`config.mk`:
```
export PLATFORM = sky130hd
export DESIGN_NAME = cctt_hash_cell
export DESIGN_NICKNAME = d
export VERILOG_FILES = /design/src/hdl/cctt_pkg.sv /design/src/hdl/cctt_hash_cell.sv
export SDC_FILE = /design/constraint.sdc
export NUM_CORES = 1
export LEC_CHECK = 0
export BUFFER_PORTS_ARGS = -buffer_cell sky130_fd_sc_hd__buf_2
export CORE_UTILIZATION = 25
export DETAILED_ROUTE_END_ITERATION = 16
export GPL_ROUTABILITY_DRIVEN = 0
export GPL_TIMING_DRIVEN = 1
export HOLD_SLACK_MARGIN = 0.06
export PLACE_DENSITY_LB_ADDON = 0.15
export SLEW_MARGIN = 10
export SYNTH_ARGS = -nofsm -noshare
export SYNTH_HDL_FRONTEND = slang
export SYNTH_SLANG_ARGS = --single-unit
```
`constraint.sdc`:
```
create_clock -name clk -period 2.83 [get_ports clk]
set_clock_uncertainty 0.15 [all_clocks]
set_input_delay 0.1415 -clock clk [delete_from_list [all_inputs] [get_ports clk]]
set_output_delay 0.1415 -clock clk [all_outputs]
set_load 0.02 [all_outputs]
```
`src/hdl/cctt_pkg.sv`:
```
`default_nettype none
package cctt_pkg;

    localparam int KEY_W  = 42;
    localparam int HASH_W = 32;
    localparam int POS_ENTRIES_DEF  = 256;
    localparam int HASH_ENTRIES_DEF = 256;

    typedef enum logic {
        CMD_CHECK = 1'b0,
        CMD_CLEAR = 1'b1
    } cmd_t;

    typedef struct packed {
        logic        command;
        logic [7:0]  sheet_id;
        logic [13:0] col_index;
        logic [19:0] row_index;
        logic [31:0] content_hash;
    } in_t;

    typedef struct packed {
        logic collect_req;
        logic table_full;
    } out_t;

    typedef enum logic [1:0] {
        P_LOOK  = 2'd0,
        P_INUSE = 2'd1,
        P_INS   = 2'd2
    } pos_op_t;

    typedef enum logic [1:0] {
        H_LOOK = 2'd0,
        H_REM  = 2'd1,
        H_INS  = 2'd2
    } hash_op_t;

    // Token that walks along the position chain, one cell per cycle.
    typedef struct packed {
        logic              vld;
        pos_op_t           op;
        logic              found;
        logic              free;
        logic [HASH_W-1:0] old;
    } pos_tok_t;

    typedef struct packed {
        logic     vld;
        hash_op_t op;
        logic     found;
    } hash_tok_t;

endpackage
`default_nettype wire

```
`src/hdl/cctt_hash_cell.sv`:
```
`default_nettype none
module cctt_hash_cell (
    input  wire logic                         clk,
    input  wire logic                         rst_n,
    input  wire logic                         clear,
    input  wire logic [cctt_pkg::HASH_W-1:0]  hash,
    input  wire logic [cctt_pkg::HASH_W-1:0]  old,
    input  wire cctt_pkg::hash_tok_t          tok_in,
    output cctt_pkg::hash_tok_t               tok_out
);
    import cctt_pkg::*;

    logic              valid_reg, valid_next;
    logic [HASH_W-1:0] entry_reg, entry_next;
    hash_tok_t         tok_reg, tok_next;

    always_comb
    begin
        tok_next   = tok_in;
        valid_next = valid_reg;
        entry_next = entry_reg;
        if (tok_in.vld)
        begin
            case (tok_in.op)
                H_LOOK:
                begin
                    if (valid_reg && entry_reg == hash)
                    begin
                        tok_next.found = 1'b1;
                    end
                end
                H_REM:
                begin
                    if (valid_reg && entry_reg == old)
                    begin
                        valid_next = 1'b0;
                    end
                end
                H_INS:
                begin
                    if (!valid_reg && !tok_in.found)
                    begin
                        tok_next.found = 1'b1;
                        valid_next     = 1'b1;
                        entry_next     = hash;
                    end
                end
                default:
                begin
                    tok_next = tok_in;
                end
            endcase
        end
        if (clear)
        begin
            valid_next = 1'b0;
        end
    end

    always_ff @(posedge clk or negedge rst_n)
    begin
        if (!rst_n)
        begin
            valid_reg <= 1'b0;
            tok_reg   <= '0;
        end
        else
        begin
            valid_reg <= valid_next;
            tok_reg   <= tok_next;
        end
    end

    always_ff @(posedge clk)
    begin
        entry_reg <= entry_next;
    end

    assign tok_out = tok_reg;

endmodule
`default_nettype wire

```
# [After elaboration in Yosys (flattened, before gate mapping)]
# Index checks and enable logic that the tools add are counted.
[word_totals] regBits=37 inputBits=71 output_inout_bits=4 word_cells=30
[op_classes] eq_ne=6 n_mux=9 n_reduce_logical=10
[ops] op="32-bit == test" n=2
[ops] op="1-bit two-way mux" n=6
[ops] op="3-bit inequality test (second input constant)" n=2
[ops] op="4-bit two-way mux" n=1
[ops] op="1-bit case mux with 2 select lines" n=2
[ops] op="4-bit AND reduction" n=1
[ops] op="1-bit logical AND" n=3
[ops] op="3-bit AND reduction" n=1
[ops] op="3-bit nonzero test" n=1
[ops] op="2-bit by 1-bit == test with 1-bit output (second input constant)" n=1
[ops] op="2-bit == test (second input constant)" n=1
[ops] op="1-bit logical NOT" n=2
[ops] op="2-bit logical NOT" n=1
[ops] op="2-bit nonzero test" n=1

# [Depth between registers and ports, before layout]
# Gate-level depths: netlist of the first run.
[logic_depth] depth_word=6 ltp_mapped=5 mapped_depth_nobuf=5

# [Worst setup path after synthesis of the first run]
# OpenSTA, ideal clock, no wires.
[synth_path] path_type="flip-flop to flip-flop" from="reg valid_reg" to="reg entry_reg[0], enable pin" setup_ps=423 arrival_ps=1764 required_time_ps=2257 path_slack_ps=493 path_stages_with_launch=2 path_buffers=0 synth_period_minus_slack_ps=2337 cell_sequence="dfrtp_1 -> nor2_1"
[synth_between] elab_chain_cells=3
[synth_lines] element="start: declaration" line_no="cctt_hash_cell.sv:13" text="logic valid_reg, valid_next;"
[synth_lines] element="start signal: assignment" line_no="cctt_hash_cell.sv:69" text="valid_reg <= valid_next;"
[synth_lines] element="1-bit logical NOT" line_no="cctt_hash_cell.sv:41" text="if (!valid_reg && !tok_in.found)"
[synth_lines] element="1-bit logical AND" line_no="cctt_hash_cell.sv:41"
[synth_lines] element="3-bit AND reduction (no source line)"
[synth_lines] element="end signal: assignment" line_no="cctt_hash_cell.sv:76" text="entry_reg <= entry_next;"
[synth_lines] element="end: declaration" line_no="cctt_hash_cell.sv:14" text="logic [HASH_W-1:0] entry_reg, entry_next;"
# No other way between the ends.
# A chain may end at the register's enable or synchronous reset.

# [Final worst setup path of the first run]
[layout_path] from="reg entry_reg[12]" to="reg valid_reg"
[layout_between] elab_chain_cells=4
[layout_lines] element="32-bit == test" line_no="cctt_hash_cell.sv:34" text="if (valid_reg && entry_reg == old)"
[layout_lines] element="1-bit logical AND" line_no="cctt_hash_cell.sv:34"
[layout_lines] element="3-bit inequality test (no source line)"
[layout_lines] element="4-bit AND reduction (no source line)"
# No other way between the ends.

==> results.py, run 1 <==
metrics = {
    "clock_tree": {
        "clk-insertion-delay-late_ps": 280,
        "cts_resized": 0,
        "clk_pin_slew_ps": 70,
        "cts-root-buf": "clkbuf_8",
        "holdBufCountCts": 39,
        "h-tree-depth": 2,
        "numCtsBuffers": 5,
        "clock-sinks": 37,
        "clock_path_buffers": 2,
        "cts_tree": "yes",
        "postCtsSetupBuffers": 0,
    },
    "worst_setup_path": {
        "cp.arrival_ps": 1860,
        "r2r_slack_ps": 980,
        "r2r_cells": 5,
        "critPathLaunchType": "flip-flop",
        "path_class": "flip-flop to flip-flop",
        "r2r_start": "entry_reg[12]$_DFFE_PP_",
        "required_ps": 2840,
        "r2r_end": "valid_reg$_DFFE_PN0P_",
        "endpoint_kind": "flip-flop",
        "crit_fanout": 2,
    },
    "run": {
        "maxCapViolCount": 0,
    },
    "sta": {
        "setup_viol": 0,
        "worstMarginPinSlew_ps": 557,
        "finalHoldViolCount": 0,
        "relSlewSlack_pct": 62.5,
        "fin_crit_sh_pct": 65.4,
        "slew_violations": 0,
        "rsz0062_at_grt": "false",
        "fin_hold_ws_ps": 122,
        "fmax_mhz": 541,
        "period_needed_ps": 1850,
        "tns_ps": 0,
    },
    "routing": {
        "drtPass1Iterations": 4,
        "vias_per_cell": 4.00,
        "routed-via-count": 1396,
        "wire_per_inst_um": 13.3,
        "drtIter0Drc": 60,
        "drc": 0,
        "drt-total-wl_um": 4630,
        "drtAntennaViolNets": 0,
    },
    "power": {
        "p_leak_uw": 0.00107,
        "internal_power_uw": 883,
        "p_comb_share_pct": 16.2,
        "power_density_nw_per_um2": 404,
        "ir_drop_mv": 0.140,
        "power.switching_uw": 252,
        "switching_share_pct": 22.2,
        "p_seq_share_pct": 54.1,
        "power.share.clock_pct": 29.7,
    },
    "floorplanning": {
        "fp-row-count": 30,
        "die-area_um2": 7670,
        "core_um2": 6940,
        "die_height_um": 87.6,
        "initial_core_util_pct": 26.4,
        "ios": 75,
        "die_w_um": 87.6,
    },
    "run_status": {
        "status": "finished clean",
    },
    "global_route": {
        "grt_overflow": 0,
        "grt_pass1_wl_um": 7100,
        "first_global_vias": 1481,
        "grt_antenna_before_repair": 0,
        "grt_max_degree": 21,
        "grt_usage_pct": 12.6,
    },
    "cells_and_area": {
        "antennaDiodeCount": 0,
        "area_growth_pct": 53.2,
        "final_layout_size_suffix_gt1_share_pct": 32.4,
        "nets": 324,
        "largest_register_ffs": 32,
    },
    "synth": {
        "postSynthCellCount": 131,
        "postSynthAreaPerCell_um2": 14.0,
        "syn-cell-area_um2": 1830,
        "ys_seq_area_share_pct": 59.3,
        "ys_seq_elements": 37,
        "syn-num-nets": 202,
        "synth.distinct_cells": 15,
        "synth_warnings": 0,
    },
    "placed_design": {
        "numPortBuffers": 74,
        "dp_hpwl_um": 3550,
    },
    "min_path": {
        "hp-class": "input port to flip-flop",
        "hold_depth": 3,
        "min_from": "old[22]",
        "min_to": "valid_reg$_DFFE_PN0P_",
    },
}
## cell type report
type / instances / area (µm²)
Sequential cell: 37 / 1090
Clock buffer: 6 / 72.6
Inverter: 1 / 3.75
Tap cell: 96 / 120
Clock inverter: 1 / 3.75
Timing Repair Buffer: 115 / 776
Fill cell: 673 / 4140
Multi-Input combinational cell: 93 / 744
## worst max-delay path, stage by stage (launching register included)
cell	delay, ps
edfxtp_1	420
xnor2_1	200
nand4_1	130
nor4_1	350
nand4_1	140
o41a_1	330
## layout by cell type (no fill, tap or decap), drive strengths merged
| cell type | count |
|---|---|
| xor2 | 26 |
| dlygate4sd3 | 39 |
| buf | 76 |
| nor4b | 1 |
| inv | 1 |
| o41a | 1 |
| nand4bb | 1 |
| nor3 | 2 |
| nor4 | 7 |
| a21oi | 1 |
| dfrtp | 5 |
| nor2 | 2 |
| edfxtp | 32 |
| clkbuf | 6 |
| nand3 | 2 |
| xnor2 | 38 |
| nand4 | 11 |
| clkinv | 1 |
| o21ai | 1 |
## per-stage QoR
stage               worst slack, ps  instance area [µm²]  std cells  utilization [%]  total power [µW]
CTS                             937                 2810        349             40.4              1150
global route                    835                 2810        349             40.4              1190
finish                          980                 2810        349             40.4              1130
floorplan                       493                 1830        131                -               686
detailed placement              951                 2340        303             33.7               770
global placement                990                 2340        303             33.7               771
## kinds of logic (layout without fill, tap and decap cells)
logic type | count (synthesis) | in the layout | synth area share, %
compound gates | 3 | 3 | 1.16
simple gates | 26 | 26 | 8.74
flops | 37 | 37 | 59.3
xor+xnor | 64 | 64 | 30.6
buf+inv | 1 | 123 | 0.205
## Yosys cell counts
| master | n | share of area (%) |
|---|---|---|
| a21oi_1 | 1 | 0.27 |
| o41a_1 | 1 | 0.61 |
| nor3_1 | 2 | 0.55 |
| dfrtp_1 | 5 | 6.8 |
| nor4_1 | 7 | 2.4 |
| xnor2_1 | 38 | 18 |
| xor2_1 | 26 | 12 |
| nand4_1 | 11 | 3.8 |
| inv_1 | 1 | 0.20 |
| o21ai_0 | 1 | 0.27 |
| edfxtp_1 | 32 | 52 |
| nor2_1 | 2 | 0.41 |
| nor4b_1 | 1 | 0.48 |
| nand4bb_1 | 1 | 0.61 |
| nand3_1 | 2 | 0.55 |
## worst max path at each step
stage	from	end	slack (ps)	depth (start not counted)
floorplan	valid_reg$_DFFE_PN0P_	entry_reg[0]$_DFFE_PP_	490	1
global placement	entry_reg[7]$_DFFE_PP_	valid_reg$_DFFE_PN0P_	990	5
detailed placement	entry_reg[7]$_DFFE_PP_	valid_reg$_DFFE_PN0P_	950	5
CTS	entry_reg[7]$_DFFE_PP_	valid_reg$_DFFE_PN0P_	940	5
global route	entry_reg[7]$_DFFE_PP_	valid_reg$_DFFE_PN0P_	840	5
finish	entry_reg[12]$_DFFE_PP_	valid_reg$_DFFE_PN0P_	980	5
## power groups by stage
| stage | Sequential, µW | Clock (µW) | Combinational (µW) |
|---|---|---|---|
| final | 614 | 337 | 184 |
| after global routing | 615 | 373 | 203 |
| after CTS | 614 | 351 | 186 |
| after detailed placement | 626 | 0 | 144 |
| after global placement | 626 | 0 | 145 |
| after floorplan | 630 | 0 | 56.1 |
## routing by layer
metal | wire length, µm | up-vias | part of all wire, % | GRT usage [%]
met1 | 2050 | 633 | 44 | 15.4
met5 | 0 | - | 0 | 0
met4 | 52 | 0 | 1.1 | 4.47
li1 | - | 716 | - | -
met2 | 2330 | 42 | 50 | 21.9
met3 | 198 | 5 | 4.3 | 2.83
Note: power is estimated with default switching activity, not from simulation.
==> run 2, diff against run 1 <==
- clock period: 2.83 -> 1.5 ns (I/O delays scaled with it)
==> run 2 against run 1 <==
Effect of this change: flip-flop and latch count is the same; design area grew 11%; cell count grew 6.6%; sequential share of layout area shrank 4.0 points; total power grew 96%; the run now ends with negative setup slack left; critical path depth is the same; utilization grew 4.6 points; via count grew 10%; sequential power grew 89%; highest routed layer unchanged; routed wire length grew 9.9%; worst setup slack lost 1300 ps.
==> results.py, run 2 (synthesized netlist as in run 1, its figures left out) <==
metrics = {
    "run_status": {
        "status": "complete, but fails checks",
        "violations": "negative setup slack",
    },
    "power": {
        "switching_share_pct": 23.0,
        "ir_drop_mv": 0.282,
        "power.switching_uw": 511,
        "power_density_nw_per_um2": 711,
        "finalPower_uw": 2220,
        "p_comb_share_pct": 17.7,
        "internal_power_uw": 1710,
        "power.share.clock_pct": 30.2,
        "p_seq_share_pct": 52.1,
        "p_leak_uw": 0.00124,
    },
    "floorplanning": {
        "fp-row-count": 30,
        "ios": 75,
        "die-area_um2": 7670,
        "core_um2": 6940,
        "die_w_um": 87.6,
        "initial_core_util_pct": 26.4,
        "die_height_um": 87.6,
    },
    "clock_tree": {
        "cts-root-buf": "clkbuf_8",
        "clock_path_buffers": 2,
        "clock-sinks": 37,
        "postCtsSetupBuffers": 0,
        "clk_pin_slew_ps": 70,
        "numCtsBuffers": 5,
        "clk-insertion-delay-late_ps": 290,
        "cts_tree": "yes",
        "h-tree-depth": 2,
    },
    "routing": {
        "drt-total-wl_um": 5090,
        "drtIter0Drc": 32,
        "routedLengthMet1_um": 2200,
        "wl_met3_um": 215,
        "wire_per_inst_um": 13.7,
        "drtPass1Iterations": 4,
        "routed-via-count": 1541,
        "highest_layer": "met4",
        "vias_per_cell": 4.14,
        "met2_length_um": 2610,
        "drtAntennaViolNets": 0,
        "drc": 0,
    },
    "cells_and_area": {
        "area_growth_pct": 70.7,
        "largest_register_ffs": 32,
        "final_common_cell": "buf_2",
        "fill_cells": 682,
        "mostFrequentLayoutCells": "buf_2 (72), dlygate4sd3_1 (39), edfxtp_1 (32), xnor2_1 (31), xor2_1 (26)",
        "nets": 346,
        "stdcell_area_um2": 3130,
        "final_layout_size_suffix_gt1_share_pct": 41.3,
        "antennaDiodeCount": 0,
    },
    "worst_setup_path": {
        "path_delay_family": "simple AND/OR/NAND/NOR gates",
        "required_ps": 1520,
        "crit_fanout": 2,
        "endpoint_kind": "flip-flop",
        "path_class": "flip-flop to flip-flop",
        "slowest_delay_ps": 430,
        "cp.arrival_ps": 1820,
        "worst_path_most_repeated_cell": "nand4_1",
        "cpMaxStageDelayCell": "edfxtp_1",
        "critPathLaunchType": "flip-flop",
        "path_cells": "xnor2_2, nand4_1, nor4_2, nand4_1, o41a_1",
        "crit_buf_inv": 0,
    },
    "global_route": {
        "grt_pass1_wl_um": 7740,
        "first_global_vias": 1624,
        "grt_max_degree": 27,
        "grt_overflow": 0,
        "grt_antenna_before_repair": 0,
        "grt_usage_pct": 13.8,
    },
    "placed_design": {
        "dp_hpwl_um": 3690,
        "post_dp_cell_area_um2": 2510,
        "place_ws_ps": -401,
        "numPortBuffers": 74,
    },
    "sta": {
        "relSlewSlack_pct": 78.2,
        "setup_slack_ps": -302,
        "fin_crit_sh_pct": 120,
        "rsz0062_at_grt": "true",
        "tns_ps": -463,
        "worstMarginPinSlew_ps": 324,
        "slew_violations": 0,
        "fmax_mhz": 555,
        "setup_viol": 2,
        "finalHoldViolCount": 0,
        "period_needed_ps": 1800,
    },
    "run": {
        "maxCapViolCount": 0,
    },
    "min_path": {
        "hp-class": "input port to flip-flop",
    },
}
## run 2: cell types whose count changed in the layout (fill, tap and decap cells not counted), moves of 2 or more
cell,change
xnor2_2,+7
nor4_2,+2
buf_4,+14
xnor2_1,-7
buf_2,-2
buf_6,+8
nor4_1,-2
clkbuf_1,+2
## run 2: repair_timing
| action | CTS | global route |
|---|---|---|
| cloned | 0 | 2 |
| pin swaps | 10 | 2 |
| hold buffers | 39 | 0 |
| resized for setup | 15 | 5 |
| endpoints found under the setup margin | 2 | 27 |
| hold endpoints to repair | 42 | 0 |
## run 2: power by group through the flow
stage / Clock (µW) / Combinational, µW / Sequential [µW]
after floorplan: 0 / 107 / 1190
after global placement: 0 / 291 / 1180
after detailed placement: 0 / 290 / 1180
after CTS: 714 / 385 / 1160
after global routing: 736 / 430 / 1160
final: 672 / 394 / 1160
## run 2: final timing paths
path / slack, ps / cells past startpoint / endpoint / from
max: -300 / 5 / valid_reg$_DFFE_PN0P_ / entry_reg[7]$_DFFE_PP_
min: 80 / 3 / valid_reg$_DFFE_PN0P_ / old[22]
max reg2reg: -300 / 5 / valid_reg$_DFFE_PN0P_ / entry_reg[7]$_DFFE_PP_
min reg2reg: 550 / 3 / valid_reg$_DFFE_PN0P_ / valid_reg$_DFFE_PN0P_
max in group asynchronous: 440 / 3 / tok_out[0]$_DFF_PN0_ / rst_n
min in group asynchronous: 560 / 3 / tok_out[2]$_DFF_PN0_ / rst_n
## run 2: worst reg2reg max path, stage by stage, from the launching register on
cell      delay (ps)
edfxtp_1         430
xnor2_2          190
nand4_1          140
nor4_2           320
nand4_1          130
o41a_1           330
## run 2: routing by layer
metal / GRT usage, % / vias up
met3: 2.92 / 5
met4: 4.92 / 0
met1: 16.5 / 729
li1: - / 767
met2: 24.4 / 40
met5: 0 / -
## run 2: layout make-up
cell class	instances	area (µm²)	area share [%]
Sequential cell	37	1090	34.7
Inverter	1	3.75	0.120
Multi-Input combinational cell	93	831	26.6
Clock buffer	8	80.1	2.56
Timing Repair Buffer	137	1010	32.2
Tap cell	96	120	3.84
## run 2: through the flow
stage          instances  utilization, %  hold WS [ps]
6_report             372            45.0          82.0
5_1_grt              372            45.0          94.4
4_1_cts              370            44.1          76.4
3_5_place_dp         323            36.1          -249
3_3_place_gp         323            36.1          -253
2_1_floorplan        131               -          -371
