<file path="config.mk">
export PLATFORM = sky130hd
export DESIGN_NAME = cctt_pos_cell
export DESIGN_NICKNAME = d
export VERILOG_FILES = /design/src/hdl/cctt_pkg.sv /design/src/hdl/cctt_pos_cell.sv
export SDC_FILE = /design/constraint.sdc
export NUM_CORES = 1
export LEC_CHECK = 0
export BUFFER_PORTS_ARGS = -buffer_cell sky130_fd_sc_hd__buf_4
export CAP_MARGIN = 20
export CORE_UTILIZATION = 46
export DETAILED_ROUTE_END_ITERATION = 10
export HOLD_SLACK_MARGIN = 0.05
export PLACE_DENSITY = 0.8
export SETUP_SLACK_MARGIN = 0.1
export SYNTH_ARGS = -nofsm -noshare
export SYNTH_HDL_FRONTEND = slang
export SYNTH_SLANG_ARGS = --single-unit
</file>
<file path="constraint.sdc">
create_clock -name clk -period 3.05 [get_ports clk]
set_input_delay 0.61 -clock clk [delete_from_list [all_inputs] [get_ports clk]]
set_output_delay 0.61 -clock clk [all_outputs]
set_load 0.05 [all_outputs]
</file>
<file path="src/hdl/cctt_pkg.sv">
`default_nettype none
package cctt_pkg;

    localparam int KEY_W  = 42;
    localparam int HASH_W = 32;
    localparam int POS_ENTRIES_DEF  = 256;
    localparam int HASH_ENTRIES_DEF = 256;

    typedef enum logic {
        CMD_CHECK = 1'b0,
        CMD_CLEAR = 1'b1
    } cmd_t;

    typedef struct packed {
        logic        command;
        logic [7:0]  sheet_id;
        logic [13:0] col_index;
        logic [19:0] row_index;
        logic [31:0] content_hash;
    } in_t;

    typedef struct packed {
        logic collect_req;
        logic table_full;
    } out_t;

    typedef enum logic [1:0] {
        P_LOOK  = 2'd0,
        P_INUSE = 2'd1,
        P_INS   = 2'd2
    } pos_op_t;

    typedef enum logic [1:0] {
        H_LOOK = 2'd0,
        H_REM  = 2'd1,
        H_INS  = 2'd2
    } hash_op_t;

    // Token that walks along the position chain, one cell per cycle.
    typedef struct packed {
        logic              vld;
        pos_op_t           op;
        logic              found;
        logic              free;
        logic [HASH_W-1:0] old;
    } pos_tok_t;

    typedef struct packed {
        logic     vld;
        hash_op_t op;
        logic     found;
    } hash_tok_t;

endpackage
`default_nettype wire

</file>
<file path="src/hdl/cctt_pos_cell.sv">
`default_nettype none
module cctt_pos_cell (
    input  wire logic                         clk,
    input  wire logic                         rst_n,
    input  wire logic                         clear,
    input  wire logic [cctt_pkg::KEY_W-1:0]   key,
    input  wire logic [cctt_pkg::HASH_W-1:0]  hash,
    input  wire cctt_pkg::pos_tok_t           tok_in,
    output cctt_pkg::pos_tok_t                tok_out
);
    import cctt_pkg::*;

    logic              valid_reg, valid_next;
    logic [KEY_W-1:0]  key_reg, key_next;
    logic [HASH_W-1:0] hash_reg, hash_next;
    pos_tok_t          tok_reg, tok_next;

    always_comb
    begin
        tok_next   = tok_in;
        valid_next = valid_reg;
        key_next   = key_reg;
        hash_next  = hash_reg;
        if (tok_in.vld)
        begin
            case (tok_in.op)
                P_LOOK:
                begin
                    if (!valid_reg)
                    begin
                        tok_next.free = 1'b1;
                    end
                    else if (key_reg == key && !tok_in.found)
                    begin
                        tok_next.found = 1'b1;
                        tok_next.old   = hash_reg;
                        hash_next      = hash;
                    end
                end
                P_INUSE:
                begin
                    if (valid_reg && hash_reg == tok_in.old)
                    begin
                        tok_next.found = 1'b1;
                    end
                end
                P_INS:
                begin
                    // The first free cell along the chain takes the new entry.
                    if (!valid_reg && !tok_in.found)
                    begin
                        tok_next.found = 1'b1;
                        valid_next     = 1'b1;
                        key_next       = key;
                        hash_next      = hash;
                    end
                end
                default:
                begin
                    tok_next = tok_in;
                end
            endcase
        end
        if (clear)
        begin
            valid_next = 1'b0;
        end
    end

    always_ff @(posedge clk or negedge rst_n)
    begin
        if (!rst_n)
        begin
            valid_reg <= 1'b0;
            tok_reg   <= '0;
        end
        else
        begin
            valid_reg <= valid_next;
            tok_reg   <= tok_next;
        end
    end

    always_ff @(posedge clk)
    begin
        key_reg  <= key_next;
        hash_reg <= hash_next;
    end

    assign tok_out = tok_reg;

endmodule
`default_nettype wire

</file>
-- Yosys cells after proc, flatten, opt, wreduce, memory -nomap -nowiden
Cells that the tools add are included.
- input bits: 114
- flip-flop bits (word level): 112
- reductions and logical operators: 13
- mux-type cells: 18
- equality and inequality tests: 7
- operator list (kind ; number):
    $mux W32 ; 5
    $pmux W32 S2 ; 1
    $eq A42 B42 Y1 ; 1
    $mux W37 ; 1
    $mux W33 ; 1
    $eq A32 B32 Y1 ; 1
    $mux W1 ; 9
    $reduce_bool A2 Y1 ; 4
    $ne A2 B2 Y1 const B ; 3
    $reduce_and A3 Y1 ; 2
    $reduce_and A5 Y1 ; 1
    $logic_and A1 B1 Y1 ; 3
    $pmux W1 S3 ; 1
    $eq A2 B1 Y1 const B ; 1
    $eq A2 B2 Y1 const B ; 1
    $logic_not A1 Y1 ; 2
    $logic_not A2 Y1 ; 1

-- Logic depth before layout (Yosys ltp)
Gate-level depths: netlist of run 1.
- depth after elaboration: 6
- mapped depth: 9
- depth with buffers taken out: 8

-- Least setup slack after synthesis of run 1
Ideal clock, no wire load.
- kind: in2reg
- start: input port tok_in[34] (netlist name)
- end: register hash_reg[0] (enable)
- path buffers: 0
- setup slack: -0.413 ns
- library setup time: 0.421 ns
- arrival: 3.042 ns
- stages on the path: 8
- required time: 2.629 ns
- cells stage by stage: inv_1 ha_1 inv_1 a2111oi_0 nand4_1 nor4_4 a21oi_1 nor2_1
- longest elaborated chain between the ends: 3
- elaborated cells on any way between the ends: 7
- classes of those cells: 4 x eq/ne; 3 x reduce/logical
- ends and longest elaborated chain (element ; line ; text):
    start, declared ; cctt_pos_cell.sv:8 ; input wire cctt_pkg::pos_tok_t tok_in,
    $eq A2 B2 Y1 or $logic_not A2 Y1 (tied branches) ; cctt_pos_cell.sv:26 ; case (tok_in.op)
    $ne A2 B2 Y1 (no source line) or $reduce_bool A2 Y1 (tied branches) ; n/a ;
    $reduce_and A5 Y1 (no source line) (*) ; n/a ;
    end signal, assigned ; cctt_pos_cell.sv:87 ; hash_reg <= hash_next;
    end, declared ; cctt_pos_cell.sv:15 ; logic [HASH_W-1:0] hash_reg, hash_next;
Every way passes the cells marked *; elsewhere a longest branch is shown, timed or not.
A chain may end at the register's enable or synchronous reset.

-- Worst setup path in the final report of run 1
- start: register key_reg[26]
- end: register hash_reg[28] (enable)
- longest elaborated chain between the ends: 4
- ends and longest elaborated chain (element ; line ; text):
    start, declared ; cctt_pos_cell.sv:14 ; logic [KEY_W-1:0] key_reg, key_next;
    start signal, assigned ; cctt_pos_cell.sv:86 ; key_reg <= key_next;
    $eq A42 B42 Y1 ; cctt_pos_cell.sv:33 ; else if (key_reg == key && !tok_in.found)
    $logic_and A1 B1 Y1 ; cctt_pos_cell.sv:33 ;
    $ne A2 B2 Y1 (no source line) ; n/a ;
    $reduce_and A5 Y1 (no source line) ; n/a ;
Every way passes these cells.

==> results of run 1 <==
-- per-layer routing --
| metal | GRT usage [%] | vias up | part of all wire, % |
|---|---|---|---|
| met2 | 31.1 | 74 | 52 |
| met3 | 4.00 | 18 | 4.5 |
| li1 | - | 1312 | - |
| met1 | 22.7 | 1315 | 40 |
| met5 | 0 | - | 0 |
| met4 | 9.56 | 0 | 3.1 |
-- cell type report --
class / count / area, um^2
fillers: 779 / 3660
flip-flops and latches: 112 / 3170
multi-input cells: 154 / 1440
repair buffers: 153 / 1190
well taps: 133 / 166
clock buffers: 9 / 124
clock inverters: 7 / 47.5
inverters: 6 / 22.5
-- report_power, final --
group	switching [uW]	leakage [uW]	internal, uW
clock	496	0.0000816	296
sequential	19.9	0.00112	1670
combinational	207	0.00144	194
-- metrics by stage --
stage	hold slack, ps	utilization [%]	worst slack, ps
6_report	193	62.7	670
3_3_place_gp	509	61.0	318
5_1_grt	198	62.7	554
2_1_floorplan	314	-	107
3_5_place_dp	517	61.0	296
4_1_cts	196	62.7	638
-- worst paths after layout --
path	start	to	cells past startpoint
hold / removal	rst_n	tok_out[20]$_DFF_PN0_	1
min in group clk	tok_in[34]	tok_out[34]$_DFF_PN0_	1
setup reg to reg	key_reg[26]$_DFFE_PP_	hash_reg[28]$_DFFE_PP_	7
max in group asynchronous	rst_n	tok_out[8]$_DFF_PN0_	1
hold reg to reg	valid_reg$_DFFE_PN0P_	valid_reg$_DFFE_PN0P_	2
setup / recovery	key_reg[26]$_DFFE_PP_	hash_reg[28]$_DFFE_PP_	7
-- logic make-up after synthesis --
logic type	Yosys count
AOI/OAI and AO/OA	8
buffers and inverters	9
DFF	112
and+or+nand+nor	40
adders and majority gates	3
muxes	32
xor gates and xnor gates	71
-- worst max-delay path: cells and delay by family, from the launching register on --
| kind | cells | cell delay (ps) |
|---|---|---|
| AO/OA/AOI/OAI | 1 | 120 |
| AND/OR/NAND/NOR | 4 | 1180 |
| buffers and inverters | 1 | 210 |
| XOR/XNOR | 1 | 150 |
| flip-flops | 1 | 400 |
-- layout by cell type (no fill, tap or decap), drive strengths merged, types with 4 or more instances in the layout --
cell type	n
buf	153
edfxtp	74
xor2	59
dfrtp	38
mux2	32
nor4	14
xnor2	12
clkbuf	9
inv	7
nand4	6
nand2	6
nor2	4
==> metrics.txt, run 1 <==
flop-to-flop setup slack=roughly 670 ps; TritonRoute pass-1 iters=4; Placeable Area=~0.0098 mm^2; Resize count post-CTS=0; crit start category=register; number of synthesized flops with an enable pin=74; outcome=completed; setup TNS=0 ps; first-pass GRT wire length=14.2 mm; critical path peak fanout=32; drt initial violations=between 70 and 80; Clock Tree Buf Depth=2; simple-gate share of the synthesized area=between 5 and 6%; arrival time worst endpoint=2460 ps; CTS Root Cell=clkbuf_8; clock sinks=about 110; Die ar.=roughly 0.011 mm^2; Pwr Density=468 mW/mm^2; Worst Hold Class=input port to asynchronous set/reset pin; chip height=about 100 um; Synth top area share=47.7%; DRC viols=0; Max Freq=around 0.42 GHz; # nets final=between 500 and 600; DRT Wirelength=9.38 mm; Worst Tran Pin Value=578 ps; Post-Synthesis Cells=275; CTS buffer count=9; FF+latch count, synth=between 100 and 150; most numerous cell in the Yosys netlist=edfxtp_1; final instance area=roughly 0.0062 mm^2; largest family of logic cells by synthesized area=XOR/XNOR gates; Seq/Total Area, Yosys=between 60 and 70%; RSZ-0062 raised after global routing=no; vias in the first global route=between 2,000 and 3,000; post-DP HPWL=approximately 7.2 mm; Die X=103 um; max_cap viols=0; final hold vios=0; largest net degree at the start of global routing=39; Async SR Flop Fraction=between 30% and 40%; max reg flops=42; Post-Synth Adder-Cell Area=less than 1%; DR vias=about 2,700; total global-route track usage=roughly 19%; CP Class=register to register; synthesized area per cell=between 15 and 20 um^2; DP Area=roughly 0.006 mm^2; diodes inserted=0; xor-xnor portion of the synthesized cell area=13.3%; worst skew pair latency=approximately 380 ps; routed len/inst=between 15 and 20 um; Setup Skew=between 7 and 8 ps; Ports=around 150; area delta synth->final=32.2%; multiplexer area fraction after synthesis=around 10%; Reg clk slew, reported paths=100 ps; final RePlAce weighted congestion=between 0.7 and 0.8; compound-cell area share of the yosys netlist=1.29%; fin crit period=2380 ps; initial core utilization=47.5%; relative slew slack=approximately 60%; layout cells sized above 1=approximately 47%; CP Cell Sequence=xor2_1 > nor4_1 > nand4_1 > nor4_4 > a21oi_1 > nor2_4 > buf_12; Hold Buf Count CTS=0; H-tree depth=3; element type at the critical path end=register; Yosys top cell by area=edfxtp_1; Synth cell types=28; Port Buffers=150; worst vdd ir=approximately 0.23 mV; Syn Nets=392; leakage dissipation=between 0.002 and 0.003 uW; CP max stage delay=430 ps; CP max stage cell=nor4_4; grt ovf=0; Post-DRT Antenna Nets=0; top_reg_cell synth=edfxtp_1; Overall Power=just under 3000 uW; Synth area leaders=edfxtp_1 (48%), dfrtp_1 (20%), xor2_1 (11%), mux2_4 (9.7%), xnor2_1 (2.3%); mapped cell area=0.00466 mm^2; DR vias/cell=around 4.7; TritonCTS clock tree=yes; Setup violations, final=0; max-slew violations=0; initial antenna violation count=0; # rows=36; Synthesis Warnings=0; Req. time, crit path=3130 ps; Non-Filler Instances=between 500 and 600; placed insts=558; Post-CTS Setup Inserts=0; fin crit share=roughly four fifths; top post-synthesis cells by count=edfxtp_1 (74), xor2_1 (59), dfrtp_1 (38)
Power figures use the tool's default switching activity.
==> run 2: changes to the inputs <==
- ABC_AREA: not set -> 1
- CORE_UTILIZATION: 46 -> 49
- clock period: 3.05 -> 2.4 ns (I/O delays scaled with it)
==> metrics.txt, run 2 <==
routed wl met3=around 940 um; grt ovf=0; Synth area leaders=edfxtp_1 (43%), dfrtp_1 (19%), nand2_1 (14%), inv_1 (6.2%), nor2_1 (4.7%); max_cap viols=0; # rows=36; vias in the first global route=between 4,000 and 5,000; Yosys top cell by area=edfxtp_1; CTS buffer count=9; Ports=roughly 150; DR top layer=met4; outcome=completed; leading cell type in the layout, fill and taps excluded=nand2_1; mapped cell area=between 0.005 and 0.006 mm^2; most frequent cells in the layout=nand2_1 (187), buf_4 (155), inv_1 (79), edfxtp_1 (74), nor2_1 (64); number of synthesized flops with an enable pin=74; crit-path most repeated cell=nand2_1; fin crit share=a little over four fifths; synthesized area per cell=9.25 um^2; arrival time worst endpoint=around 2300 ps; Seq/Total Area, Yosys=62.0%; crit start category=register; final hold vios=0; clock sinks=112; drt initial violations=201; Met2 Wirelength=approximately 6.0 mm; diodes inserted=0; area delta synth->final=30.8%; max reg flops=42; Post-Synthesis Cells=553; max-slew violations=0; RSZ-0062 raised after global routing=no; most numerous cell in the Yosys netlist=nand2_1; FF+latch count, synth=around 110; fin crit period=a little over 2000 ps; Async SR Flop Fraction=33.9%; H-tree depth=3; initial antenna violation count=0; CP Cell Sequence=xor2_1 > nor2_1 > nand2_1 > nor2_1 > nand2_1 > nor3_4 > buf_4 > buf_4 > nand4_1 > nand2_1; Worst Tran Pin Value=501 ps; Syn Nets=between 600 and 700; largest net degree at the start of global routing=44; Reg clk slew, reported paths=110 ps; Resize count post-CTS=0; CP max stage cell=edfxtp_1; Port Buffers=150; Die ar.=~0.011 mm^2; element type at the critical path end=register; top post-synthesis cells by count=nand2_1 (188), inv_1 (84), edfxtp_1 (74); Req. time, crit path=2720 ps; multi-input logic area=0.00160 mm^2; DR vias/cell=roughly 5; # nets final=just over 800; Synth cell types=24; Post-CTS Setup Inserts=0; Worst Hold Class=input port to asynchronous set/reset pin; # fillers=760; CP max stage delay=between 400 and 500 ps; M1 WL=around 4.7 mm; DRC viols=0; layout cells sized above 1=about a quarter; Setup violations, final=0; relative slew slack=around two thirds; Post-DRT Antenna Nets=0; top_reg_cell synth=edfxtp_1; Register Area=between 0.003 and 0.004 mm^2; critical path peak fanout=32; CTS Root Cell=clkbuf_8; final RePlAce weighted congestion=approximately 0.81; DR vias=about 4,200; total global-route track usage=between 20% and 30%; Setup Skew=around 15 ps; Synthesis Warnings=0; leakage dissipation=approximately 0.0033 uW; CP Class=register to register; Die X=approximately 100 um; worst vdd ir=approximately 0.41 mV; Synth top area share=between 40% and 50%; Pwr Density=between 500 and 600 mW/mm^2; DRT Wirelength=~12 mm; initial core utilization=just over 50%; post-DP HPWL=a little under 9 mm; worst reg-to-reg path cell count=10; first-pass GRT wire length=between 15 and 20 mm; Overall Power=about 4000 uW; Placeable Area=approximately 0.010 mm^2; TritonCTS clock tree=yes; routed len/inst=between 10 and 15 um; Hold Buf Count CTS=0; setup TNS=0 ps; chip height=around 100 um; TritonRoute pass-1 iters=5; worst skew pair latency=~380 ps; Clock Tree Buf Depth=2; Max Freq=~0.50 GHz
-- run 2: worst max-delay path, delay by kind of cell, from the launching register on --
| family | cells | cell delay [ps] |
|---|---|---|
| flip-flops | 1 | 410 |
| XOR/XNOR | 1 | 160 |
| buffers and inverters | 2 | 480 |
| AND/OR/NAND/NOR | 7 | 910 |
-- run 2: cell type report --
type                            instances  share of cell area (%)
Clock buffer                           11                    2.60
Clock inverter                          5                   0.617
Tap cell                              133                    2.49
Multi-Input combinational cell        343                    24.0
Inverter                               85                    4.88
Timing Repair Buffer                  157                    18.0
Sequential cell                       112                    47.4
-- run 2: cells by family after synthesis --
kind of cell               after synthesis  share of synthesized area [%]
and+or+nand+nor                        300                           24.5
DFF                                    112                           62.0
buffers and inverters                   98                           7.34
AOI/OAI and AO/OA                       24                           2.64
xor gates and xnor gates                16                           2.74
adders and majority gates                3                          0.734
-- run 2: through the flow --
stage          std cells  hold slack, ps  worst slack (ps)  instance area (um^2)  utilization, %
5_1_grt              846            79.9               189                  6690            67.2
6_report             846            57.8               383                  6690            67.2
2_1_floorplan        553             184              85.6                  5160               -
3_3_place_gp         830             479               203                  6470            65.0
3_5_place_dp         830             488               156                  6470            65.0
4_1_cts              846            54.9               356                  6690            67.2
-- run 2: final timing paths --
check | start | end | slack, ps
hold / removal | rst_n | tok_out[3]$_DFF_PN0_ | 60
max in group asynchronous | rst_n | tok_out[21]$_DFF_PN0_ | 1990
min in group clk | tok_in[34] | tok_out[34]$_DFF_PN0_ | 230
setup / recovery | key_reg[32]$_DFFE_PP_ | tok_out[19]$_DFF_PN0_ | 380
hold reg to reg | hash_reg[8]$_DFFE_PP_ | tok_out[8]$_DFF_PN0_ | 560
setup reg to reg | key_reg[32]$_DFFE_PP_ | tok_out[19]$_DFF_PN0_ | 380
-- run 2: per-layer routing --
metal | GRT usage (%) | vias up
li1 | - | 2071
met3 | 6.70 | 16
met4 | 8.06 | 0
met2 | 39.2 | 174
met1 | 27.8 | 1960
met5 | 0 | -
-- run 2: power breakdown --
part           total [uW]  leakage [uW]  internal, uW  switching, uW
logic                 574       0.00205           238            335
clock network        1170      0.000103           514            656
registers            2170       0.00112          2140           32.8
total                3910       0.00327          2890           1020
==> run 3: changes to the inputs <==
- ABC_AREA: 1 -> 0
- PLACE_DENSITY: 0.8 -> 0.82
- clock period: 2.4 -> 2 ns (I/O delays scaled with it)
==> metrics.txt, run 3 (same netlist as run 1, synthesis figures left out) <==
# rows=35; DRT Wirelength=just under 10 mm; DR vias=around 2,800; most frequent cells in the layout=buf_4 (168), edfxtp_1 (74), xor2_1 (59), dfrtp_1 (38), mux2_4 (31); post-DP HPWL=roughly 7.0 mm; final hold vios=0; grt ovf=0; Placeable Area=~0.0092 mm^2; chip height=around 100 um; crit start category=register; Port Buffers=150; relative slew slack=roughly two thirds; Hold Slack=173 ps; final RePlAce weighted congestion=approximately 0.76; CTS buffer count=9; setup TNS=-12,470 ps; Post-DRT Antenna Nets=0; max-slew violations=0; fin crit period=roughly 2200 ps; vias in the first global route=3,018; clock sinks=~110; critical path peak fanout=26; Worst Tran Pin Value=just under 500 ps; area delta synth->final=37.5%; max_cap viols=0; CTS Root Cell=clkbuf_8; CP max stage cell=edfxtp_1; hold path depth=2; DR vias/cell=just under 5; Worst Path Buf+Inv=1; max reg flops=42; Req. time, crit path=around 2200 ps; arrival time worst endpoint=roughly 2500 ps; TritonRoute pass-1 iters=4; CP Cell Sequence=xor2_1 > nor4_2 > nand3_1 > nor4_4 > nand2_2 > buf_12 > mux2_4; Die X=between 90 and 100 um; Non-Filler Instances=just under 600; largest net degree at the start of global routing=between 40 and 50; TritonCTS clock tree=yes; Overall Power=around 4400 uW; Pwr Density=between 600 and 700 mW/mm^2; placed insts=roughly 570; CP Depth=7; drt initial violations=60; # nets final=~570; layout cells sized above 1=about half; Setup violations, final=64; worst skew pair latency=370 ps; H-tree depth=3; failing checks=negative setup slack; CP max stage delay=approximately 400 ps; initial antenna violation count=0; leading cell type in the layout, fill and taps excluded=buf_4; outcome=finished with violations; CP top delay family=simple AND/OR/NAND/NOR gates; leakage dissipation=between 0.002 and 0.003 uW; initial core utilization=a little over 50%; total global-route track usage=roughly 20%; Die ar.=0.00991 mm^2; routed len/inst=16.3 um; worst vdd ir=approximately 0.53 mV; # fillers=around 640; Worst Hold Class=input port to register; DRC viols=0; Ports=between 150 and 200; fin crit share=111%; Setup Skew=between 15 and 20 ps; element type at the critical path end=register; setup ws final=-229 ps; first-pass GRT wire length=about 15 mm; CP Class=register to register; Reg clk slew, reported paths=110 ps; Clock Tree Buf Depth=2; RSZ-0062 raised after global routing=yes; worst reg-to-reg path cell count=7; diodes inserted=0; Max Freq=0.449 GHz
==> run 3: cell types whose count changed in the layout (fill, tap and decap cells not counted), moves of 7 or more <==
cell / before / now
buf_4: 155 / 168
inv_1: 79 / 4
mux2_4: 0 / 31
nand2_1: 187 / 5
nand4_1: 35 / 6
nor2_1: 64 / 3
nor4_1: 0 / 8
o21ai_0: 7 / 0
o22ai_1: 8 / 0
xor2_1: 10 / 59
==> run 3: what timing repair did <==
| item | 4_1_cts | 5_1_grt |
|---|---|---|
| pin swaps | 4 | 7 |
| hold buffers | 1 | 0 |
| buffers inserted | 4 | 1 |
| setup endpoints to repair | 65 | 65 |
| endpoints found under the hold margin | 38 | 0 |
| gates cloned | 0 | 1 |
| gates resized for setup | 2 | 11 |
==> run 3: worst paths after layout <==
check	start	end	slack, ps
min in group asynchronous	rst_n	tok_out[14]$_DFF_PN0_	570
worst min register to register	hash_reg[22]$_DFFE_PP_	tok_out[22]$_DFF_PN0_	530
worst min-delay path	clear	valid_reg$_DFFE_PN0P_	170
worst max register to register	key_reg[11]$_DFFE_PP_	tok_out[10]$_DFF_PN0_	-230
worst max-delay path	key_reg[11]$_DFFE_PP_	tok_out[10]$_DFF_PN0_	-230
max in group asynchronous	rst_n	tok_out[28]$_DFF_PN0_	1080
==> run 3: worst reg2reg max path, cell delays in order, from the launching register on <==
cell,delay (ps)
edfxtp_1,410
xor2_1,170
nor4_2,280
nand3_1,200
nor4_4,370
nand2_2,130
buf_12,210
mux2_4,330
==> run 3: where the power goes <==
group / total [uW] / switching, uW / internal [uW]
Combinational: 658 / 337 / 321
Sequential: 2580 / 30.9 / 2550
Clock: 1200 / 744 / 459
==> run 3: layout make-up <==
class	instances	area, um^2	area share [%]
tap	129	161	2.52
inverter	6	22.5	0.351
clock inverter	6	42.5	0.664
timing repair buffer	173	1360	21.2
multi-input combinational	154	1530	23.8
sequential	112	3170	49.5
clock buffer	10	128	1.99
==> run 3: metal layers <==
| metal | up-vias | track usage, % | routed length [um] |
|---|---|---|---|
| met5 | - | 0 | 0 |
| met3 | 24 | 6.75 | 721 |
| met2 | 111 | 33.4 | 4940 |
| met1 | 1351 | 22.5 | 3690 |
| li1 | 1352 | - | - |
| met4 | 0 | 8.14 | 262 |
==> run 3: metrics by stage <==
| stage | cell area (um^2) | worst slack [ps] | utilization [%] |
|---|---|---|---|
| after floorplan | 4680 | -317 | - |
| after global placement | 6100 | -411 | 66.0 |
| after detailed placement | 6100 | -445 | 66.0 |
| after CTS | 6320 | -233 | 68.4 |
| after global routing | 6410 | -378 | 69.4 |
| final | 6410 | -229 | 69.4 |
